File: src/design/rate_pid_axis_controller_assert.svh
`ifndef RATE_PID_AXIS_CONTROLLER_ASSERT_SVH
`define RATE_PID_AXIS_CONTROLLER_ASSERT_SVH

// same-cycle implication, masked while in reset
`define RPID_ASSERT_NOW(lbl, ante, cons, msg) \
  lbl: assert property (@(posedge clk) disable iff (!rst_n) (ante) |-> (cons)) \
    else $error(msg);

// next-cycle implication, masked while in reset
`define RPID_ASSERT_NEXT(lbl, ante, cons, msg) \
  lbl: assert property (@(posedge clk) disable iff (!rst_n) (ante) |=> (cons)) \
    else $error(msg);

`endif

File: src/design/rpid_pkg.sv
`default_nettype none

package rpid_pkg;

  localparam int NUM_AXES   = 3;
  localparam int AXIS_W     = 2;
  localparam int AXIS_IDX_W = (NUM_AXES > 1) ? $clog2(NUM_AXES) : 1;
  localparam logic [AXIS_W:0] NUM_AXES_C = (AXIS_W + 1)'(NUM_AXES);

  localparam logic [AXIS_W-1:0] AXIS_ROLL  = 2'd0;
  localparam logic [AXIS_W-1:0] AXIS_PITCH = 2'd1;

  localparam int RC_W      = 10;
  localparam int GYRO_W    = 14;
  localparam int GAIN_W    = 8;
  localparam int OUT_W     = 16;
  localparam int IN_DATA_W = 40;

  localparam int INTEG_W = 15;
  localparam int DELTA_W = 15;
  localparam int DSUM_W  = 17;
  localparam int QDIV_W  = 17;
  localparam int ERR_W   = 18;
  localparam int ISUM_W  = 19;
  localparam int Q80S_W  = 16;
  localparam int PTERM_W = 17;
  localparam int SUM_W   = 26;

  // |rc| * 80 fits 16 bits
  localparam int DIV_W     = 16;
  localparam int DIV_CNT_W = $clog2(DIV_W + 1);

  localparam int MUL_A_W   = 17;
  localparam int MUL_P_W   = MUL_A_W + GAIN_W;
  localparam int MUL_CNT_W = $clog2(GAIN_W + 1);

  // x / 80 = (x * RECIP80) >> 27 for |x| < 2^21
  localparam int GP_MAG_W   = 21;
  localparam int RECIP80_W  = 21;
  localparam logic [RECIP80_W-1:0] RECIP80 = 21'd1677722;
  localparam int R80_W      = GP_MAG_W + RECIP80_W;
  localparam int R80_SH     = 27;
  localparam int Q80_W      = R80_W - R80_SH;

  // x / 125 = (x * RECIP125) >> 20 for |x| <= 16000
  localparam int IMAG_W      = 14;
  localparam int RECIP125_W  = 14;
  localparam logic [RECIP125_W-1:0] RECIP125 = 14'd8389;
  localparam int R125_W      = IMAG_W + RECIP125_W;
  localparam int R125_SH     = 20;
  localparam int Q125_W      = R125_W - R125_SH;

  localparam logic signed [INTEG_W-1:0] INTEG_MAX = 15'sd16000;
  localparam logic signed [INTEG_W-1:0] INTEG_MIN = -15'sd16000;
  localparam logic signed [GYRO_W-1:0]  GYRO_HI   = 14'sd640;
  localparam logic signed [GYRO_W-1:0]  GYRO_LO   = -14'sd640;
  localparam logic signed [OUT_W-1:0]   OUT_MAX   = 16'sd32767;
  localparam logic signed [OUT_W-1:0]   OUT_MIN   = -16'sd32768;

  localparam int CFG_ADDR_W = 5;
  localparam int CFG_DATA_W = 32;
  localparam int CFG_IDX_W  = CFG_ADDR_W - 2;

  localparam logic [CFG_IDX_W-1:0] REG_P_ROLL  = 3'd0;
  localparam logic [CFG_IDX_W-1:0] REG_P_PITCH = 3'd1;
  localparam logic [CFG_IDX_W-1:0] REG_P_YAW   = 3'd2;
  localparam logic [CFG_IDX_W-1:0] REG_I_ROLL  = 3'd3;
  localparam logic [CFG_IDX_W-1:0] REG_I_PITCH = 3'd4;
  localparam logic [CFG_IDX_W-1:0] REG_I_YAW   = 3'd5;

  localparam logic [GAIN_W-1:0] P_ROLL_RST  = 8'd40;
  localparam logic [GAIN_W-1:0] P_PITCH_RST = 8'd40;
  localparam logic [GAIN_W-1:0] P_YAW_RST   = 8'd85;
  localparam logic [GAIN_W-1:0] I_ROLL_RST  = 8'd30;
  localparam logic [GAIN_W-1:0] I_PITCH_RST = 8'd30;
  localparam logic [GAIN_W-1:0] I_YAW_RST   = 8'd45;

endpackage

`default_nettype wire

File: src/design/rate_pid_axis_controller.sv
// Channel  Dir  Handshake              Carries
// in       in   in_tvalid/in_tready    axis, stick command, gyro rate, dynamic P/D gains
// out      out  out_tvalid/out_tready  pid_out, one per request
// cfg      in   APB write/read         six 8-bit P/I gain registers
//
// A new request is taken only once the last has left the sum stage; the bit-serial
// divider (command*80 / P gain) and the serial I-gain multiply set the pace.
// Synchronous reset clears per-axis integrator and gyro history, loads default gains.
// The result sits in an output register; the next request is accepted while it waits.
// A stalled output holds the sum stage only when a second result is ready.
`default_nettype none
`include "rate_pid_axis_controller_assert.svh"

module rate_pid_axis_controller (
  input  wire logic                            clk,
  input  wire logic                            rst_n,
  input  wire logic                            in_tvalid,
  output logic                                 in_tready,
  // rc_command[9:0], gyro_rate[23:10], dyn_p_gain[31:24], dyn_d_gain[39:32]
  input  wire logic [rpid_pkg::IN_DATA_W-1:0]  in_tdata,
  // axis[1:0]
  input  wire logic [rpid_pkg::AXIS_W-1:0]     in_tuser,
  output logic                                 out_tvalid,
  input  wire logic                            out_tready,
  // pid_out[15:0]
  output logic [rpid_pkg::OUT_W-1:0]           out_tdata,
  input  wire logic                            cfg_psel,
  input  wire logic                            cfg_penable,
  input  wire logic                            cfg_pwrite,
  input  wire logic [rpid_pkg::CFG_ADDR_W-1:0] cfg_paddr,
  input  wire logic [rpid_pkg::CFG_DATA_W-1:0] cfg_pwdata,
  output logic [rpid_pkg::CFG_DATA_W-1:0]      cfg_prdata,
  output logic                                 cfg_pready
);

  typedef enum logic [5:0] {
    S_IDLE  = 6'b000001,
    S_RUN   = 6'b000010,
    S_INTEG = 6'b000100,
    S_SCALE = 6'b001000,
    S_IMUL  = 6'b010000,
    S_SUM   = 6'b100000
  } state_t;

  state_t state_r, state_nxt;

  // configuration
  logic [rpid_pkg::GAIN_W-1:0] p_roll_r, p_roll_nxt, p_pitch_r, p_pitch_nxt;
  logic [rpid_pkg::GAIN_W-1:0] p_yaw_r, p_yaw_nxt, i_roll_r, i_roll_nxt;
  logic [rpid_pkg::GAIN_W-1:0] i_pitch_r, i_pitch_nxt, i_yaw_r, i_yaw_nxt;
  logic                           cfg_wr;
  logic [rpid_pkg::CFG_IDX_W-1:0] cfg_idx;
  logic [rpid_pkg::GAIN_W-1:0]    cfg_wval;

  // per-axis state
  logic signed [rpid_pkg::INTEG_W-1:0] integ_mem_r [rpid_pkg::NUM_AXES];
  logic signed [rpid_pkg::INTEG_W-1:0] integ_mem_nxt [rpid_pkg::NUM_AXES];
  logic signed [rpid_pkg::GYRO_W-1:0]  prev_mem_r [rpid_pkg::NUM_AXES];
  logic signed [rpid_pkg::GYRO_W-1:0]  prev_mem_nxt [rpid_pkg::NUM_AXES];
  logic signed [rpid_pkg::DELTA_W-1:0] h1_mem_r [rpid_pkg::NUM_AXES];
  logic signed [rpid_pkg::DELTA_W-1:0] h1_mem_nxt [rpid_pkg::NUM_AXES];
  logic signed [rpid_pkg::DELTA_W-1:0] h2_mem_r [rpid_pkg::NUM_AXES];
  logic signed [rpid_pkg::DELTA_W-1:0] h2_mem_nxt [rpid_pkg::NUM_AXES];

  // request latch and intermediates
  logic signed [rpid_pkg::RC_W-1:0]    rc_r, rc_nxt;
  logic signed [rpid_pkg::GYRO_W-1:0]  gyro_r, gyro_nxt;
  logic [rpid_pkg::AXIS_W-1:0]         axis_r, axis_nxt;
  logic                                ax_ok_r, ax_ok_nxt;
  logic signed [rpid_pkg::Q80S_W-1:0]  q80_r, q80_nxt;
  logic signed [rpid_pkg::INTEG_W-1:0] integ_r, integ_nxt;
  logic                                out_valid_r, out_valid_nxt;
  logic [rpid_pkg::OUT_W-1:0]          out_data_r, out_data_nxt;

  // input decode
  logic                                in_acc, in_ok;
  logic [rpid_pkg::AXIS_W-1:0]         in_axis;
  logic [rpid_pkg::AXIS_IDX_W-1:0]     in_idx, ax_idx;
  logic signed [rpid_pkg::RC_W-1:0]    in_rc;
  logic signed [rpid_pkg::GYRO_W-1:0]  in_gyro;
  logic [rpid_pkg::GAIN_W-1:0]         in_dynp, in_dynd;
  logic [rpid_pkg::GAIN_W-1:0]         sel_pgain, sel_igain;
  logic [rpid_pkg::RC_W-1:0]           rc_mag;
  logic [rpid_pkg::DIV_W-1:0]          rc_mag80;
  logic signed [rpid_pkg::DELTA_W-1:0] delta;
  logic signed [rpid_pkg::DSUM_W-1:0]  dsum;

  // datapath
  logic [rpid_pkg::QDIV_W-1:0]         qdiv_mag;
  logic signed [rpid_pkg::QDIV_W-1:0]  qdiv;
  logic signed [rpid_pkg::ERR_W-1:0]   err;
  logic signed [rpid_pkg::ISUM_W-1:0]  isum;
  logic signed [rpid_pkg::INTEG_W-1:0] integ_new;
  logic                                pa_neg;
  logic signed [rpid_pkg::MUL_P_W-1:0] pa_abs;
  logic [rpid_pkg::R80_W-1:0]          r80;
  logic [rpid_pkg::Q80_W-1:0]          q80_mag;
  logic signed [rpid_pkg::INTEG_W-1:0] i_abs;
  logic [rpid_pkg::R125_W-1:0]         r125;
  logic [rpid_pkg::Q125_W-1:0]         q125_mag;
  logic signed [rpid_pkg::MUL_A_W-1:0] q125;
  logic signed [rpid_pkg::PTERM_W-1:0] pterm;
  logic signed [rpid_pkg::SUM_W-1:0]   sum;
  logic [rpid_pkg::OUT_W-1:0]          sat;

  // serial units
  logic                                div_start, div_busy;
  logic [rpid_pkg::DIV_W-1:0]          div_quot;
  logic                                mula_start, mula_busy;
  logic signed [rpid_pkg::MUL_A_W-1:0] mula_mcand;
  logic [rpid_pkg::GAIN_W-1:0]         mula_mplier;
  logic signed [rpid_pkg::MUL_P_W-1:0] mula_prod;
  logic                                mulb_start, mulb_busy;
  logic signed [rpid_pkg::MUL_A_W-1:0] mulb_mcand;
  logic signed [rpid_pkg::MUL_P_W-1:0] mulb_prod;

  rpid_div u_div (
    .clk      (clk),
    .rst_n    (rst_n),
    .start    (div_start),
    .dividend (rc_mag80),
    .divisor  (sel_pgain),
    .busy     (div_busy),
    .quotient (div_quot)
  );

  // gyro * dyn P, then integrator quotient * I gain
  rpid_mul u_mul_a (
    .clk     (clk),
    .rst_n   (rst_n),
    .start   (mula_start),
    .mcand   (mula_mcand),
    .mplier  (mula_mplier),
    .busy    (mula_busy),
    .product (mula_prod)
  );

  // delta sum * dyn D
  rpid_mul u_mul_b (
    .clk     (clk),
    .rst_n   (rst_n),
    .start   (mulb_start),
    .mcand   (mulb_mcand),
    .mplier  (in_dynd),
    .busy    (mulb_busy),
    .product (mulb_prod)
  );

  assign in_tready  = (state_r == S_IDLE);
  assign in_acc     = in_tvalid && in_tready;
  assign out_tvalid = out_valid_r;
  assign out_tdata  = out_data_r;
  assign cfg_pready = 1'b1;

  // ---------------- configuration port ----------------
  assign cfg_wr   = cfg_psel && cfg_penable && cfg_pwrite && cfg_pready;
  assign cfg_idx  = cfg_paddr[rpid_pkg::CFG_ADDR_W-1:2];
  assign cfg_wval = cfg_pwdata[rpid_pkg::GAIN_W-1:0];

  always_comb begin
    p_roll_nxt  = p_roll_r;
    p_pitch_nxt = p_pitch_r;
    p_yaw_nxt   = p_yaw_r;
    i_roll_nxt  = i_roll_r;
    i_pitch_nxt = i_pitch_r;
    i_yaw_nxt   = i_yaw_r;
    if (cfg_wr) begin
      unique case (cfg_idx)
        rpid_pkg::REG_P_ROLL:  p_roll_nxt  = cfg_wval;
        rpid_pkg::REG_P_PITCH: p_pitch_nxt = cfg_wval;
        rpid_pkg::REG_P_YAW:   p_yaw_nxt   = cfg_wval;
        rpid_pkg::REG_I_ROLL:  i_roll_nxt  = cfg_wval;
        rpid_pkg::REG_I_PITCH: i_pitch_nxt = cfg_wval;
        rpid_pkg::REG_I_YAW:   i_yaw_nxt   = cfg_wval;
        default: ;
      endcase
    end
  end

  always_comb begin
    unique case (cfg_idx)
      rpid_pkg::REG_P_ROLL:  cfg_prdata = rpid_pkg::CFG_DATA_W'(p_roll_r);
      rpid_pkg::REG_P_PITCH: cfg_prdata = rpid_pkg::CFG_DATA_W'(p_pitch_r);
      rpid_pkg::REG_P_YAW:   cfg_prdata = rpid_pkg::CFG_DATA_W'(p_yaw_r);
      rpid_pkg::REG_I_ROLL:  cfg_prdata = rpid_pkg::CFG_DATA_W'(i_roll_r);
      rpid_pkg::REG_I_PITCH: cfg_prdata = rpid_pkg::CFG_DATA_W'(i_pitch_r);
      rpid_pkg::REG_I_YAW:   cfg_prdata = rpid_pkg::CFG_DATA_W'(i_yaw_r);
      default:               cfg_prdata = '0;
    endcase
  end

  // ---------------- request decode ----------------
  assign in_axis = in_tuser;
  assign in_rc   = in_tdata[9:0];
  assign in_gyro = in_tdata[23:10];
  assign in_dynp = in_tdata[31:24];
  assign in_dynd = in_tdata[39:32];
  assign in_ok   = {1'b0, in_axis} < rpid_pkg::NUM_AXES_C;
  assign in_idx  = in_ok ? in_axis[rpid_pkg::AXIS_IDX_W-1:0] : '0;
  assign ax_idx  = ax_ok_r ? axis_r[rpid_pkg::AXIS_IDX_W-1:0] : '0;

  always_comb begin
    case (in_axis)
      rpid_pkg::AXIS_ROLL:  sel_pgain = p_roll_r;
      rpid_pkg::AXIS_PITCH: sel_pgain = p_pitch_r;
      default:              sel_pgain = p_yaw_r;
    endcase
    if (sel_pgain == '0) begin
      sel_pgain = rpid_pkg::GAIN_W'(1);
    end
    case (axis_r)
      rpid_pkg::AXIS_ROLL:  sel_igain = i_roll_r;
      rpid_pkg::AXIS_PITCH: sel_igain = i_pitch_r;
      default:              sel_igain = i_yaw_r;
    endcase
  end

  assign rc_mag   = in_rc[rpid_pkg::RC_W-1] ? rpid_pkg::RC_W'(-in_rc) : rpid_pkg::RC_W'(in_rc);
  assign rc_mag80 = rpid_pkg::DIV_W'({rc_mag, 6'b0}) + rpid_pkg::DIV_W'({rc_mag, 4'b0});

  assign delta = rpid_pkg::DELTA_W'(in_gyro) - rpid_pkg::DELTA_W'(prev_mem_r[in_idx]);
  assign dsum  = rpid_pkg::DSUM_W'(h1_mem_r[in_idx]) + rpid_pkg::DSUM_W'(h2_mem_r[in_idx])
               + rpid_pkg::DSUM_W'(delta);
  assign mulb_mcand = dsum;

  // ---------------- datapath ----------------
  always_comb begin
    // signed command*80/P, then error and clamped integrator, zeroed when gyro leaves +/-640
    qdiv_mag = {1'b0, div_quot};
    qdiv     = rc_r[rpid_pkg::RC_W-1] ? -signed'(qdiv_mag) : signed'(qdiv_mag);
    err      = rpid_pkg::ERR_W'(qdiv) - rpid_pkg::ERR_W'(gyro_r);
    isum     = rpid_pkg::ISUM_W'(integ_mem_r[ax_idx]) + rpid_pkg::ISUM_W'(err);
    if ((gyro_r > rpid_pkg::GYRO_HI) || (gyro_r < rpid_pkg::GYRO_LO)) begin
      integ_new = '0;
    end else if (isum > rpid_pkg::ISUM_W'(rpid_pkg::INTEG_MAX)) begin
      integ_new = rpid_pkg::INTEG_MAX;
    end else if (isum < rpid_pkg::ISUM_W'(rpid_pkg::INTEG_MIN)) begin
      integ_new = rpid_pkg::INTEG_MIN;
    end else begin
      integ_new = isum[rpid_pkg::INTEG_W-1:0];
    end

    // gyro*dynP / 80, truncated toward zero
    pa_neg  = mula_prod[rpid_pkg::MUL_P_W-1];
    pa_abs  = pa_neg ? -mula_prod : mula_prod;
    r80     = rpid_pkg::R80_W'(pa_abs[rpid_pkg::GP_MAG_W-1:0])
            * rpid_pkg::R80_W'(rpid_pkg::RECIP80);
    q80_mag = r80[rpid_pkg::R80_SH +: rpid_pkg::Q80_W];

    // integrator / 125, truncated toward zero
    i_abs    = integ_r[rpid_pkg::INTEG_W-1] ? -integ_r : integ_r;
    r125     = rpid_pkg::R125_W'(i_abs[rpid_pkg::IMAG_W-1:0])
             * rpid_pkg::R125_W'(rpid_pkg::RECIP125);
    q125_mag = r125[rpid_pkg::R125_SH +: rpid_pkg::Q125_W];
    q125     = integ_r[rpid_pkg::INTEG_W-1] ? -signed'(rpid_pkg::MUL_A_W'(q125_mag))
                                            : signed'(rpid_pkg::MUL_A_W'(q125_mag));

    // P + I - D, saturated; zero for an invalid axis
    pterm = rpid_pkg::PTERM_W'(rc_r) - rpid_pkg::PTERM_W'(q80_r);
    sum   = rpid_pkg::SUM_W'(pterm) + rpid_pkg::SUM_W'(mula_prod >>> 6)
          - rpid_pkg::SUM_W'(mulb_prod >>> 5);
    if (!ax_ok_r) begin
      sat = '0;
    end else if (sum > rpid_pkg::SUM_W'(rpid_pkg::OUT_MAX)) begin
      sat = rpid_pkg::OUT_MAX;
    end else if (sum < rpid_pkg::SUM_W'(rpid_pkg::OUT_MIN)) begin
      sat = rpid_pkg::OUT_MIN;
    end else begin
      sat = sum[rpid_pkg::OUT_W-1:0];
    end
  end

  // ---------------- sequencer ----------------
  always_comb begin
    state_nxt     = state_r;
    rc_nxt        = rc_r;
    gyro_nxt      = gyro_r;
    axis_nxt      = axis_r;
    ax_ok_nxt     = ax_ok_r;
    q80_nxt       = q80_r;
    integ_nxt     = integ_r;
    out_valid_nxt = out_valid_r;
    out_data_nxt  = out_data_r;
    integ_mem_nxt = integ_mem_r;
    prev_mem_nxt  = prev_mem_r;
    h1_mem_nxt    = h1_mem_r;
    h2_mem_nxt    = h2_mem_r;
    div_start     = 1'b0;
    mula_start    = 1'b0;
    mulb_start    = 1'b0;
    mula_mcand    = rpid_pkg::MUL_A_W'(in_gyro);
    mula_mplier   = in_dynp;

    if (out_valid_r && out_tready) begin
      out_valid_nxt = 1'b0;
    end

    unique case (state_r)
      S_IDLE: begin
        if (in_acc) begin
          state_nxt  = S_RUN;
          rc_nxt     = in_rc;
          gyro_nxt   = in_gyro;
          axis_nxt   = in_axis;
          ax_ok_nxt  = in_ok;
          div_start  = 1'b1;
          mula_start = 1'b1;
          mulb_start = 1'b1;
          if (in_ok) begin
            prev_mem_nxt[in_idx] = in_gyro;
            h2_mem_nxt[in_idx]   = h1_mem_r[in_idx];
            h1_mem_nxt[in_idx]   = delta;
          end
        end
      end
      S_RUN: begin
        if (!div_busy && !mula_busy && !mulb_busy) begin
          state_nxt = S_INTEG;
        end
      end
      S_INTEG: begin
        state_nxt = S_SCALE;
        q80_nxt   = pa_neg ? -signed'(rpid_pkg::Q80S_W'(q80_mag))
                           : signed'(rpid_pkg::Q80S_W'(q80_mag));
        integ_nxt = integ_new;
        if (ax_ok_r) begin
          integ_mem_nxt[ax_idx] = integ_new;
        end
      end
      S_SCALE: begin
        state_nxt   = S_IMUL;
        mula_start  = 1'b1;
        mula_mcand  = q125;
        mula_mplier = sel_igain;
      end
      S_IMUL: begin
        if (!mula_busy) begin
          state_nxt = S_SUM;
        end
      end
      S_SUM: begin
        if (!out_valid_r || out_tready) begin
          out_data_nxt  = sat;
          out_valid_nxt = 1'b1;
          state_nxt     = S_IDLE;
        end
      end
      default: state_nxt = S_IDLE;
    endcase
  end

  always_ff @(posedge clk) begin
    if (!rst_n) begin
      state_r     <= S_IDLE;
      out_valid_r <= 1'b0;
      p_roll_r    <= rpid_pkg::P_ROLL_RST;
      p_pitch_r   <= rpid_pkg::P_PITCH_RST;
      p_yaw_r     <= rpid_pkg::P_YAW_RST;
      i_roll_r    <= rpid_pkg::I_ROLL_RST;
      i_pitch_r   <= rpid_pkg::I_PITCH_RST;
      i_yaw_r     <= rpid_pkg::I_YAW_RST;
      for (int i = 0; i < rpid_pkg::NUM_AXES; i++) begin
        integ_mem_r[i] <= '0;
        prev_mem_r[i]  <= '0;
        h1_mem_r[i]    <= '0;
        h2_mem_r[i]    <= '0;
      end
    end else begin
      state_r     <= state_nxt;
      out_valid_r <= out_valid_nxt;
      p_roll_r    <= p_roll_nxt;
      p_pitch_r   <= p_pitch_nxt;
      p_yaw_r     <= p_yaw_nxt;
      i_roll_r    <= i_roll_nxt;
      i_pitch_r   <= i_pitch_nxt;
      i_yaw_r     <= i_yaw_nxt;
      integ_mem_r <= integ_mem_nxt;
      prev_mem_r  <= prev_mem_nxt;
      h1_mem_r    <= h1_mem_nxt;
      h2_mem_r    <= h2_mem_nxt;
    end
  end

  always_ff @(posedge clk) begin
    rc_r       <= rc_nxt;
    gyro_r     <= gyro_nxt;
    axis_r     <= axis_nxt;
    ax_ok_r    <= ax_ok_nxt;
    q80_r      <= q80_nxt;
    integ_r    <= integ_nxt;
    out_data_r <= out_data_nxt;
  end

  // ---------------- assertions ----------------
  `RPID_ASSERT_NEXT(a_accept_starts_div, in_tvalid && in_tready, state_r == S_RUN && div_busy, "accepted request did not start the divider")
  `RPID_ASSERT_NOW(a_integ_after_units, state_r == S_INTEG, !div_busy && !mula_busy && !mulb_busy, "integrate step entered with a serial unit still running")
  `RPID_ASSERT_NOW(a_out_from_sum, $rose(out_tvalid), $past(state_r == S_SUM), "result appeared without passing the sum stage")

endmodule

`default_nettype wire

File: src/design/rpid_div.sv
`default_nettype none

// restoring divider, one quotient bit per cycle
module rpid_div (
  input  wire logic                        clk,
  input  wire logic                        rst_n,
  input  wire logic                        start,
  input  wire logic [rpid_pkg::DIV_W-1:0]  dividend,
  input  wire logic [rpid_pkg::GAIN_W-1:0] divisor,
  output logic                             busy,
  output logic [rpid_pkg::DIV_W-1:0]       quotient
);

  logic [rpid_pkg::DIV_CNT_W-1:0] cnt_r, cnt_nxt;
  logic [rpid_pkg::DIV_W-1:0]     dq_r, dq_nxt;
  logic [rpid_pkg::GAIN_W-1:0]    rem_r, rem_nxt;
  logic [rpid_pkg::GAIN_W-1:0]    dvs_r, dvs_nxt;
  logic [rpid_pkg::GAIN_W:0]      shifted;
  logic [rpid_pkg::GAIN_W:0]      trial;

  assign busy     = |cnt_r;
  assign quotient = dq_r;

  always_comb begin
    shifted = {rem_r, dq_r[rpid_pkg::DIV_W-1]};
    trial   = shifted - {1'b0, dvs_r};
    cnt_nxt = cnt_r;
    dq_nxt  = dq_r;
    rem_nxt = rem_r;
    dvs_nxt = dvs_r;
    if (start) begin
      cnt_nxt = rpid_pkg::DIV_CNT_W'(rpid_pkg::DIV_W);
      dq_nxt  = dividend;
      rem_nxt = '0;
      dvs_nxt = divisor;
    end else if (busy) begin
      cnt_nxt = cnt_r - 1'b1;
      if (!trial[rpid_pkg::GAIN_W]) begin
        rem_nxt = trial[rpid_pkg::GAIN_W-1:0];
        dq_nxt  = {dq_r[rpid_pkg::DIV_W-2:0], 1'b1};
      end else begin
        rem_nxt = shifted[rpid_pkg::GAIN_W-1:0];
        dq_nxt  = {dq_r[rpid_pkg::DIV_W-2:0], 1'b0};
      end
    end
  end

  always_ff @(posedge clk) begin
    if (!rst_n) begin
      cnt_r <= '0;
    end else begin
      cnt_r <= cnt_nxt;
    end
  end

  always_ff @(posedge clk) begin
    dq_r  <= dq_nxt;
    rem_r <= rem_nxt;
    dvs_r <= dvs_nxt;
  end

endmodule

`default_nettype wire

File: src/design/rpid_mul.sv
`default_nettype none

// shift-add multiplier, one gain bit per cycle, LSB first
module rpid_mul (
  input  wire logic                                clk,
  input  wire logic                                rst_n,
  input  wire logic                                start,
  input  wire logic signed [rpid_pkg::MUL_A_W-1:0] mcand,
  input  wire logic [rpid_pkg::GAIN_W-1:0]         mplier,
  output logic                                     busy,
  output logic signed [rpid_pkg::MUL_P_W-1:0]      product
);

  logic [rpid_pkg::MUL_CNT_W-1:0]      cnt_r, cnt_nxt;
  logic signed [rpid_pkg::MUL_P_W-1:0] mc_r, mc_nxt;
  logic signed [rpid_pkg::MUL_P_W-1:0] acc_r, acc_nxt;
  logic [rpid_pkg::GAIN_W-1:0]         mp_r, mp_nxt;

  assign busy    = |cnt_r;
  assign product = acc_r;

  always_comb begin
    cnt_nxt = cnt_r;
    mc_nxt  = mc_r;
    acc_nxt = acc_r;
    mp_nxt  = mp_r;
    if (start) begin
      cnt_nxt = rpid_pkg::MUL_CNT_W'(rpid_pkg::GAIN_W);
      mc_nxt  = rpid_pkg::MUL_P_W'(mcand);
      acc_nxt = '0;
      mp_nxt  = mplier;
    end else if (busy) begin
      cnt_nxt = cnt_r - 1'b1;
      if (mp_r[0]) begin
        acc_nxt = acc_r + mc_r;
      end
      mc_nxt = mc_r <<< 1;
      mp_nxt = mp_r >> 1;
    end
  end

  always_ff @(posedge clk) begin
    if (!rst_n) begin
      cnt_r <= '0;
    end else begin
      cnt_r <= cnt_nxt;
    end
  end

  always_ff @(posedge clk) begin
    mc_r  <= mc_nxt;
    acc_r <= acc_nxt;
    mp_r  <= mp_nxt;
  end

endmodule

`default_nettype wire
File: config.mk
export PLATFORM = sky130hd
export DESIGN_NAME = rate_pid_axis_controller
export DESIGN_NICKNAME = d
export VERILOG_FILES = /design/src/design/rpid_pkg.sv /design/src/design/rate_pid_axis_controller.sv /design/src/design/rpid_div.sv /design/src/design/rpid_mul.sv
export VERILOG_INCLUDE_DIRS = /design/src /design/src/design
export SDC_FILE = /design/constraint.sdc
export NUM_CORES = 2
export LEC_CHECK = 0
export BUFFER_PORTS_ARGS = -buffer_cell sky130_fd_sc_hd__buf_2
export CORE_AREA = 2 2 365 367
export DETAILED_ROUTE_END_ITERATION = 16
export DIE_AREA = 0 0 367 369
export PLACE_DENSITY = 0.53
export SYNTH_ARGS = -nofsm -noshare
export SYNTH_HDL_FRONTEND = slang
export SYNTH_SLANG_ARGS = --single-unit
File: constraint.sdc
create_clock -name clk -period 10.4 [get_ports clk]
set_input_delay 0.52 -clock clk [delete_from_list [all_inputs] [get_ports clk]]
set_output_delay 0.52 -clock clk [all_outputs]
set_load 0.05 [all_outputs]
==> out/summary.md <==
Measured along the x axis, the die boundary spans 367 um. The clock reaches the later pin of the worst-skew pair after 0.66 ns. The H-tree was split into 2 levels. Final max-slew violation count: 0. By area the synthesized netlist is led by sky130_fd_sc_hd__dfxtp_1, sky130_fd_sc_hd__ha_1, sky130_fd_sc_hd__edfxtp_1. The most common cell in the synthesized netlist is sky130_fd_sc_hd__nand2_1. The arrival time at the worst endpoint was 9.66 ns; the share of async-settable or async-resettable flops after synthesis was 0. The cell at the root of the clock tree was sky130_fd_sc_hd__clkbuf_16. For the final database, setup skew stands at 0.06325 ns. The first TritonRoute pass finished after 5 iterations. Summed over all failing endpoints, the final setup total negative slack is 0 ns. The pin count of the biggest net entering global routing is 112. Each instance of the synthesized netlist takes up on average 9.046 sq um. Clock-pin slew was measured on the worst setup and hold paths at 0.06 ns.

The number of setup buffers added after CTS is 0. Global routing finished with a remaining overflow of 0. By count the netlist is led by sky130_fd_sc_hd__nand2_1, sky130_fd_sc_hd__inv_1, sky130_fd_sc_hd__ha_1. The clock passes through at most 3 buffers. The synthesized design contains 164 enable-type register cells. Gate count of the mapped netlist: 4,333.

The capture endpoint of the worst hold path was axis_r[1]$_DFFE_PP_. The logs give 10.78 ns for the data required time of the critical path and 131,100 sq um for the area inside the core boundary. The worst setup path is of the flop to flop kind. After routing the design area is 43,250 sq um. In this design, the stage delay of the slowest critical-path cell is 0.56 ns. Setup repair after global routing left no endpoint under its margin. After detailed routing, the average wire length per cell comes to 17.06 um. Summed over all instances, the cell type with the most area after synthesis is sky130_fd_sc_hd__dfxtp_1. For this block, the via count after detailed routing is 29,910. The run gives 105.0 mm as the total wirelength of the detailed-routed design.

The cell with the biggest individual delay on the critical path is sky130_fd_sc_hd__fa_1. The worst relative slew slack is 0.2309, and the area growth from synthesis to final layout is 10.33%. TritonCTS built the clock tree.

Layout cell share with drive strength beyond 1: 0.06755. The run finished with clean final reports. The logs give 166.3 mm for the global-route wire length before repair and 0 for the total of cells resized after clock tree synthesis. For the pin with the worst max-slew slack, the measured transition is 1.154 ns. Derived from the worst setup path, the maximum achievable clock frequency is 107.7 MHz. The placed instances occupy a cell area of 41,480 sq um. The remaining antenna violation count after routing was 0; the die area was 135,400 sq um. The worst register-to-register path begins at u_mul_a.product[6]$_SDFFE_PP0P_. After synthesis the netlist holds a flip-flop and latch count of 467. Across the run, the number of max-cap violations was 0.

The tools report the number of global-route vias before repair as 29,360. Summing every instance area after synthesis gives 39,200 sq um. The area share of the largest cell type after synthesis works out to 0.1547. The register-to-register setup slack was 1.12 ns; the post-route minimum period was 9.282 ns. The tools report the initial antenna violation count as 8. The logs give 0 for the number of hold-repair buffers added at the cts stage and 0.1530 for the overall fraction of global-route tracks in use.

The primary flip-flop cell chosen by synthesis mapping is sky130_fd_sc_hd__dfxtp_1. Setup violations remaining at the end of the flow were counted as 0. The tools report the register area share after synthesis as 0.2804. For the total clock sinks, the log shows 467. The routed via count divided by cell count was 4.861; the total half-perimeter wirelength after legalization and detailed placement was 80.54 mm. The die is 369 um tall. 137 I/O pins were placed. The number of antenna diodes in the final layout is 0. The number of placed instances, taps included, is 6,052. The detailed router finished its first iteration with 1,898 violations.

The starting utilization of the core area came out at 0.2989. The number of cells on the worst reg-to-reg path is 29. The final-stage net count is 5,122. The portion of the clock cycle consumed by the worst path in the final layout was 0.8925; the hold-critical path depth was 1. The class of the most critical hold timing path was primary input to flop. The logs give 0.9111 for the placer's final routability congestion estimate and 95 for the distinct cell type count after synthesis. The count of endpoints failing hold in the final timing report was 0; the count of input and output buffers was 85.

The worst setup path is captured at a flop. Along the worst path, the maximum fanout reaches 9. The logs give 6,152 for the filler-free cell count of the finished design and 133 for the row count. Type of origin of the critical path: a flop. The run gives 0.3298 as the core occupancy in the finished layout. Total of warnings raised by yosys: 0. The run gives 53 as the number of buffers inserted during clock tree synthesis. The endpoint identified for the worst register-to-register timing path is q80_r[15]$_SDFFCE_PN0N_.

The DRC violation count after routing came out at 0. In this run the most critical hold path is launched from in_tuser[1].
## layout by cell type (no fill, tap or decap), drive strengths merged, types with 31 or more instances in the layout
master	Yosys	layout
nand2	503	503
inv	488	491
ha	451	451
dfxtp	303	303
fa	233	233
a21oi	231	231
nor2	225	225
o21ai	224	224
edfxtp	164	164
xnor2	152	152
buf	45	133
mux2i	124	124
nand3	112	112
xor2	77	77
a21o	73	73
a21boi	71	71
clkbuf	147	71
nor2b	64	64
nor3	59	59
nor3b	46	46
a211oi	44	44
o31ai	40	40
and2	37	37
nand2b	34	34
a31oi	32	32
and3	31	31
## worst max path at each step
| stage | from | endpoint | slack [ns] | cells past startpoint |
|---|---|---|---|---|
| floorplan | u_mul_a.product[2]$_SDFFE_PP0P_ | q80_r[15]$_SDFFCE_PN0N_ | 2.37 | 27 |
| global placement | u_mul_a.product[6]$_SDFFE_PP0P_ | q80_r[15]$_SDFFCE_PN0N_ | 1.21 | 29 |
| detailed placement | u_mul_a.product[6]$_SDFFE_PP0P_ | q80_r[15]$_SDFFCE_PN0N_ | 1.13 | 29 |
| CTS | u_mul_a.product[6]$_SDFFE_PP0P_ | q80_r[15]$_SDFFCE_PN0N_ | 1.10 | 29 |
| global route | u_mul_a.product[6]$_SDFFE_PP0P_ | q80_r[13]$_DFFE_PN_ | 0.51 | 30 |
| finish | u_mul_a.product[6]$_SDFFE_PP0P_ | q80_r[15]$_SDFFCE_PN0N_ | 1.12 | 29 |
## stage by stage
stage,hold slack [ns],setup slack [ns]
3_5_place_dp,0.4518,1.127
5_1_grt,0.09247,0.5113
4_1_cts,0.06670,1.103
6_report,0.1083,1.118
3_3_place_gp,0.4451,1.208
2_1_floorplan,0.4362,2.365
## kinds of logic (layout without fill, tap and decap cells)
| kind of cell | Yosys count | after routing | share of synthesized area |
|---|---|---|---|
| flip-flops | 467 | 467 | 0.2804 |
| adder cells (fa/ha/maj) | 684 | 684 | 0.2630 |
| buffers and inverters | 680 | 721 | 0.06802 |
| other | 2 | 25 | 0.0001916 |
| XOR/XNOR | 229 | 229 | 0.05136 |
| multiplexers | 136 | 136 | 0.03597 |
| AND/OR/NAND/NOR | 1210 | 1210 | 0.1454 |
| AO/OA/AOI/OAI | 925 | 925 | 0.1557 |
## registers in the layout, indices dropped and copies added (netlist names), 10 cells and up
name,count
gyro_r,14
h1_mem_r,45
h2_mem_r,45
integ_mem_r,45
integ_r,15
out_tdata,16
prev_mem_r,42
q80_r,16
rc_r,10
u_div.quotient,16
u_mul_a.mc_r,25
u_mul_a.product,25
u_mul_b.mc_r,25
u_mul_b.product,25
## layout make-up
type / count / area [sq um]
clock buffers: 71 / 1464
clock inverters: 29 / 296.5
fillers: 13760 / 87890
inverters: 488 / 1834
multi-input cells: 3209 / 25670
flip-flops and latches: 467 / 10990
well taps: 1755 / 2196
repair buffers: 133 / 792.0
## layer usage
layer	track usage	vias up	part of all wire
met4	0.03287	6	0.020
met1	0.2161	14340	0.48
met3	0.01930	126	0.043
li1	-	14900	-
met5	0	-	0.00033
met2	0.2487	527	0.45
## critical path: cells and delay by family, from the launching register on
kind | cells | cell delay, ns
buf+inv | 5 | 0.41
compound gates | 12 | 3.28
fa+ha+maj | 8 | 3.58
simple gates | 3 | 0.82
xor+xnor | 1 | 0.54
flops | 1 | 0.40
Power is not shown: default switching activity piles up to over one toggle a cycle in this logic, so the estimate is an artifact.
